`config.mk`:
```
export PLATFORM = sky130hd
export DESIGN_NAME = frrf_siphash
export DESIGN_NICKNAME = d
export VERILOG_FILES = /design/src/design/frrf_pkg.sv /design/src/design/frrf_siphash.sv
export SDC_FILE = /design/constraint.sdc
export NUM_CORES = 1
export LEC_CHECK = 0
export BUFFER_PORTS_ARGS = -buffer_cell sky130_fd_sc_hd__clkbuf_2
export CAP_MARGIN = 15
export CORE_ASPECT_RATIO = 0.6
export CORE_MARGIN = 1.5
export CORE_UTILIZATION = 55
export CTS_BUF_LIST = sky130_fd_sc_hd__clkbuf_8
export DETAILED_ROUTE_END_ITERATION = 10
export HOLD_SLACK_MARGIN = 0.1
export PLACE_DENSITY = 0.85
export SETUP_SLACK_MARGIN = 0.1
export SLEW_MARGIN = 20
export SYNTH_ARGS = -nofsm -noshare
export SYNTH_HDL_FRONTEND = slang
export SYNTH_SLANG_ARGS = --single-unit
export TNS_END_PERCENT = 20
```
`constraint.sdc`:
```
create_clock -name clk -period 11.66 [get_ports clk]
set_input_delay 0 -clock clk [delete_from_list [all_inputs] [get_ports clk]]
set_output_delay 0 -clock clk [all_outputs]
set_load 0.005 [all_outputs]
```
`src/design/frrf_pkg.sv`:
```
// ----------------------------------------------------------------------------
// frrf_pkg
// Shared constants, types and SipHash round function for the rate filter.
// ----------------------------------------------------------------------------
package frrf_pkg;

    localparam int unsigned BUCKETS_DEFAULT = 4096;
    localparam int unsigned SIP_WORDS = 6;
    localparam int unsigned SIP_ROUNDS_TOTAL = 16; // 12 compress + 4 finalize

    localparam logic [63:0] SIP_C0 = 64'h736f6d6570736575;
    localparam logic [63:0] SIP_C1 = 64'h646f72616e646f6d;
    localparam logic [63:0] SIP_C2 = 64'h6c7967656e657261;
    localparam logic [63:0] SIP_C3 = 64'h7465646279746573;
    localparam logic [63:0] SIP_LEN_WORD = 64'h2800000000000000;
    localparam logic [3:0] BUCKET_FULL = 4'hF;

    typedef struct packed {
        logic [63:0] v0;
        logic [63:0] v1;
        logic [63:0] v2;
        logic [63:0] v3;
    } sip_state_t;

    typedef enum logic [2:0] {
        ST_IDLE,
        ST_HASH,
        ST_RD1,
        ST_WR1,
        ST_RD2,
        ST_WR2,
        ST_OUT
    } state_t;

    function automatic logic [63:0] rotl(input logic [63:0] x, input int unsigned r);
        rotl = (x << r) | (x >> (64 - r));
    endfunction

    function automatic sip_state_t sip_round(input sip_state_t s);
        sip_state_t t;
        t = s;
        t.v0 = t.v0 + t.v1; t.v1 = rotl(t.v1, 13); t.v1 = t.v1 ^ t.v0;
        t.v0 = rotl(t.v0, 32);
        t.v2 = t.v2 + t.v3; t.v3 = rotl(t.v3, 16); t.v3 = t.v3 ^ t.v2;
        t.v0 = t.v0 + t.v3; t.v3 = rotl(t.v3, 21); t.v3 = t.v3 ^ t.v0;
        t.v2 = t.v2 + t.v1; t.v1 = rotl(t.v1, 17); t.v1 = t.v1 ^ t.v2;
        t.v2 = rotl(t.v2, 32);
        sip_round = t;
    endfunction

endpackage

```
`src/design/frrf_siphash.sv`:
```
// ----------------------------------------------------------------------------
// frrf_siphash
// Iterative SipHash-2-4 over five words plus length word; one round a cycle.
// ----------------------------------------------------------------------------
module frrf_siphash
(
    input  logic        clk,
    input  logic        rst_n,
    input  logic        start,
    input  logic [63:0] key,
    input  logic [63:0] w0,
    input  logic [63:0] w1,
    input  logic [63:0] w2,
    input  logic [63:0] w3,
    input  logic [63:0] w4,
    output logic        done,
    output logic [63:0] hash
);

    frrf_pkg::sip_state_t st_reg, st_next, rnd;
    logic [63:0] m_reg [5];
    logic [4:0]  step_reg, step_next;
    logic        busy_reg, busy_next;
    logic [63:0] cur_m;
    logic [2:0]  widx;

    // Steps 0..11: two rounds per message word; 12..15: finalization.
    assign widx = step_reg[3:1];
    always_comb
    begin
        if (widx < 3'd5)
            cur_m = m_reg[widx];
        else
            cur_m = frrf_pkg::SIP_LEN_WORD;
    end

    always_comb
    begin
        frrf_pkg::sip_state_t pre;
        pre = st_reg;
        if (step_reg < 5'd12 && !step_reg[0])
            pre.v3 = pre.v3 ^ cur_m;
        if (step_reg == 5'd12)
            pre.v2 = pre.v2 ^ 64'hff;
        rnd = frrf_pkg::sip_round(pre);
        if (step_reg < 5'd12 && step_reg[0])
            rnd.v0 = rnd.v0 ^ cur_m;
    end

    always_comb
    begin
        st_next = st_reg;
        step_next = step_reg;
        busy_next = busy_reg;
        if (start)
        begin
            st_next.v0 = key ^ frrf_pkg::SIP_C0;
            st_next.v1 = key ^ frrf_pkg::SIP_C1;
            st_next.v2 = key ^ frrf_pkg::SIP_C2;
            st_next.v3 = key ^ frrf_pkg::SIP_C3;
            step_next = '0;
            busy_next = 1'b1;
        end
        else if (busy_reg)
        begin
            st_next = rnd;
            step_next = step_reg + 5'd1;
            if (step_reg == 5'(frrf_pkg::SIP_ROUNDS_TOTAL - 1))
                busy_next = 1'b0;
        end
    end

    always_ff @(posedge clk or negedge rst_n)
    begin
        if (!rst_n)
        begin
            busy_reg <= 1'b0;
            step_reg <= '0;
        end
        else
        begin
            busy_reg <= busy_next;
            step_reg <= step_next;
        end
    end

    always_ff @(posedge clk)
    begin
        st_reg <= st_next;
        if (start)
        begin
            m_reg[0] <= w0;
            m_reg[1] <= w1;
            m_reg[2] <= w2;
            m_reg[3] <= w3;
            m_reg[4] <= w4;
        end
    end

    assign done = busy_reg && (step_reg == 5'(frrf_pkg::SIP_ROUNDS_TOTAL - 1));
    assign hash = rnd.v0 ^ rnd.v1 ^ rnd.v2 ^ rnd.v3;

endmodule

```
==> metrics.yaml, run 1 <==
die:
  io_pins: 452
  fp.dieH_um: 223
  rows: 80
  die_w_um: 369
  start_util_pct: 55.7
status:
  haltStage: "5_1_grt"
  stop_error: "[ERROR GRT-0116] Global routing finished with congestion. Check the congestion regions in the DRC Viewer."
  status: "did not finish"
global_route:
  track_usage_pct: 74.0
  grt_pass1_vias: 51200
  grt-ovfl-total: 173
  grt_max_degree: 180
  grt_pass1_wl_um: 418000
cts:
  post_cts_buffers: 0
  clockBufferDepth: 3
  cts.sinks: 582
  cts_buffers: 91
  cts_root_buf: "clkbuf_8"
  cts.htree.levels: 3
placement:
  hpwl_um: 199000
  port_buffers: 451
  gp_congestion: 1.28
synthesis:
  synth_nets: 4972
  ys_warn_count: 0
  syn-cell-area_mm2: 0.0443
  synth-seq-cells: 582
  yosysUniqueCellTypes: 88
  async_flop_share_pct: 1.03
  syn_inst: 4328
  seq_area_frac_synth_pct: 39.4
  synth_ff_type: "edfxtp_1"
  synth_edf_count: 576
  synth_area_per_cell_um2: 10.2
-- synth_stat cells (20+ instances only) --
master / number / area (um2)
nor2_1: 291 / 1090
xnor3_1: 30 / 676
mux4_2: 65 / 1460
o21a_1: 42 / 315
nand4_1: 76 / 475
and3_1: 30 / 188
xor2_1: 274 / 2400
a21o_1: 157 / 1180
ha_1: 253 / 3170
o21ai_0: 239 / 1200
and2_1: 21 / 131
a211oi_1: 24 / 180
a31oi_1: 38 / 238
a21oi_1: 353 / 1770
nor2b_1: 20 / 125
buf_1: 26 / 97.6
o211ai_1: 27 / 203
clkbuf_1: 153 / 574
nand3_1: 53 / 265
nor3_1: 48 / 240
mux2i_1: 79 / 791
a21boi_0: 57 / 428
nand2b_1: 55 / 344
nand2_1: 297 / 1110
o21bai_1: 64 / 480
xnor2_1: 532 / 4660
edfxtp_1: 576 / 17300
inv_1: 191 / 717
-- stage by stage --
step | hold WS [ps] | instances | setup WS (ps) | cell area [um2] | util (%)
after detailed placement | -163 | 5785 | 902 | 48200 | 60.6
after floorplan | -296 | 4328 | 2810 | 44300 | -
after CTS | 103 | 6676 | 323 | 57300 | 72.0
after global placement | -167 | 5785 | 999 | 48200 | 60.6
-- repair_timing --
action                                 CTS
resized for setup                        0
hold buffers                           727
endpoints found under the hold margin  753
-- routing by layer --
metal,GRT usage [%],overflow
met4,58.2,54
met3,64.7,17
met1,79.5,21
met5,43.9,2
met2,85.2,79
-- cells by family after synthesis --
logic type,after synthesis,synth area share (%)
xor+xnor,842,17.8
mux,162,5.55
buf+inv,379,3.27
fa+ha+maj,257,7.33
flops,582,39.4
compound gates,1149,16.6
simple gates,957,10.0
==> inputs of run 2 (changes only) <==
--- a/config.mk
+++ b/config.mk
@@ -7,14 +7,10 @@
 export LEC_CHECK = 0
 export BUFFER_PORTS_ARGS = -buffer_cell sky130_fd_sc_hd__clkbuf_2
 export CAP_MARGIN = 15
-export CORE_ASPECT_RATIO = 0.6
 export CORE_MARGIN = 1.5
-export CORE_UTILIZATION = 55
-export CTS_BUF_LIST = sky130_fd_sc_hd__clkbuf_8
+export CORE_UTILIZATION = 40
 export DETAILED_ROUTE_END_ITERATION = 10
-export HOLD_SLACK_MARGIN = 0.1
-export PLACE_DENSITY = 0.85
-export SETUP_SLACK_MARGIN = 0.1
+export PLACE_DENSITY_LB_ADDON = 0.15
 export SLEW_MARGIN = 20
 export SYNTH_ARGS = -nofsm -noshare
 export SYNTH_HDL_FRONTEND = slang
==> metrics.yaml, run 2 <==
global_route:
  grt_max_degree: 135
  grt-ovfl-total: 0
  antenna_found_initial: 21
  grt_pass1_vias: 39500
  grt_pass1_wl_um: 337000
  track_usage_pct: 44.4
timing:
  slew_headroom_pct: 9.83
  timing.final.crit_period_ps: 11150
  slew_viol_final: 0
  finalHoldViolCount: 0
  max_freq_mhz: 89.7
  rsz0062_at_grt: "false"
  worst_pin_slew_ps: 1350
  setup_viol: 0
  period_share_pct: 95.6
  finClkSkew_ps: 38.9
  tns_ps: 0
worst_setup_path:
  r2r_start: "step_reg[1]"
  slowest_delay_ps: 980
  start_kind: "register"
  arrival_ps: 11150
  r2r-end: "st_reg[63]"
  path_class: "reg -> out"
  reg2reg_depth: 32
  worst_path_most_repeated_cell: "xnor2_1"
  slowest_stage: "xnor2_1"
  r2r_slack_ps: 830
  endpoint_kind: "output port"
  cp.required_ps: 11660
  crit_fanout: 30
layout:
  drive_gt1_share_pct: 15.6
  fin_nets: 5935
  mostFrequentLayoutCells: "edfxtp_1, xnor2_1, dlygate4sd3_1"
  final_common_cell: "edfxtp_1"
  post-route-util_pct: 51.6
  largest_reg_flops: 320
  synthToLayoutAreaGrowth_pct: 27.3
synthesis:
  synth_top_area_cell: "edfxtp_1"  # unchanged
  yosysUniqueCellTypes: 88  # unchanged
  ys_top_cells_by_area: "edfxtp_1, xnor2_1, ha_1, xor2_1, a21oi_1"  # unchanged
  synth_ff_type: "edfxtp_1"  # unchanged
  synth_common_cells: "edfxtp_1, xnor2_1, a21oi_1"  # unchanged
  synth_area_per_cell_um2: 10.2  # unchanged
  synth_nets: 4972  # unchanged
  synth.most_common_cell: "edfxtp_1"  # unchanged
  synth_edf_count: 576  # unchanged
  synth_top_area_share_pct: 39.0  # unchanged
  synth-seq-cells: 582  # unchanged
  syn-cell-area_mm2: 0.0443  # unchanged
  seq_area_frac_synth_pct: 39.4  # unchanged
  async_flop_share_pct: 1.03  # unchanged
  ys_warn_count: 0  # unchanged
  syn_inst: 4328  # unchanged
routing:
  routed_via_density: 6.11
  drtPass1Iterations: 6
  drtIter0Drc: 5829
  via_count: 41800
  antenna_left: 0
  drc: 0
  wl_um: 255000
  wl_per_cell_um: 37.4
status:
  status: "completed"  # was did not finish
cts:
  post_cts.resized_instances: 0  # unchanged
  cts_tree: "yes"
  hold_buffers: 502  # was 727
  cts.sinks: 582  # unchanged
  clockBufferDepth: 3  # unchanged
  cts_root_buf: "clkbuf_16"  # was clkbuf_8
  clkTransAtPathRegs_ps: 60
  post_cts_buffers: 0  # unchanged
  cts.htree.levels: 3  # unchanged
  cts_buffers: 74  # was 91
  clk_latency_ps: 700
placement:
  port_buffers: 451  # unchanged
  gp_congestion: 1.13  # was 1.28
  hpwl_um: 209000  # was 199000 um
die:
  die_w_um: 336  # was 369 um
  die_area_mm2: 0.113
  fp.dieH_um: 336  # was 223 um
  rows: 121  # was 80
  start_util_pct: 40.5  # was 55.7%
  core_area_mm2: 0.109
  io_pins: 452  # unchanged
worst_hold_path:
  min_from: "w3[43]"
  hold_end: "m_reg[3][43]"
  hold_depth: 2
  hold_path_class: "in -> reg"
job:
  drv_cap: 0
[run 2: cell counts after synthesis]
Identical to the previous run, type by type.
[run 2: how the worst max path moves through the flow]
stage / start / end / slack, ps / depth (start not counted)
2_1_floorplan: step_reg[1] / st_reg[63] / 2810 / 32
3_3_place_gp: step_reg[1] / st_reg[63] / 700 / 32
3_5_place_dp: step_reg[1] / st_reg[63] / 940 / 32
4_1_cts: step_reg[1] / st_reg[63] / 880 / 32
5_1_grt: step_reg[1] / st_reg[63] / 430 / 32
6_report: step_reg[1] / hash[33] / 510 / 29
[run 2: logic make-up (layout without fill, tap and decap cells)]
logic type / Yosys count / in the layout / synth area share, %
muxes: 162 / 162 / 5.55
AOI/OAI and AO/OA: 1149 / 1149 / 16.6
and+or+nand+nor: 957 / 957 / 10.0
adders and majority gates: 257 / 257 / 7.33
buffers and inverters: 379 / 1399 / 3.27
xor gates and xnor gates: 842 / 842 / 17.8
other: 0 / 10 / 0
DFF: 582 / 582 / 39.4
[run 2: layout make-up]
type	count	area, um2
Sequential cell	582	17500
Tap cell	1476	1850
Timing Repair Buffer	1075	8250
Inverter	191	722
Clock inverter	46	609
Multi-Input combinational cell	3367	25600
Fill cell	9850	52900
Antenna cell	10	25.0
Clock buffer	87	1920
[run 2: through the flow]
| step | worst slack [ps] | hold slack, ps | instances | cell area [um2] |
|---|---|---|---|---|
| 2_1_floorplan | 2810 | -296 | 4328 | 44300 |
| 3_3_place_gp | 701 | -142 | 6189 | 48700 |
| 3_5_place_dp | 937 | -146 | 6189 | 48800 |
| 4_1_cts | 877 | 0.270 | 6824 | 56300 |
| 5_1_grt | 434 | 12.3 | 6828 | 56400 |
| 6_report | 508 | 20.8 | 6834 | 56400 |
[run 2: worst max-delay path: cells and delay by family, from the launching register on]
family | cells | cell delay [ps]
compound gates | 11 | 2820
xor+xnor | 6 | 3280
fa+ha+maj | 3 | 1200
buf+inv | 5 | 1110
flops | 1 | 830
mux | 2 | 830
simple gates | 2 | 320
[run 2: routing by layer]
layer	up-vias	wire (um)	global-route usage (%)	part of all wire (%)
li1	17700	-	-	-
met1	20600	101000	58.4	40
met2	2828	106000	64.2	42
met3	607	25500	9.84	10
met4	20	22500	32.6	8.8
met5	-	143	0	0.056
Power of run 2 is not shown: default switching activity piles up to over one toggle a cycle in this logic, so the estimate is an artifact.
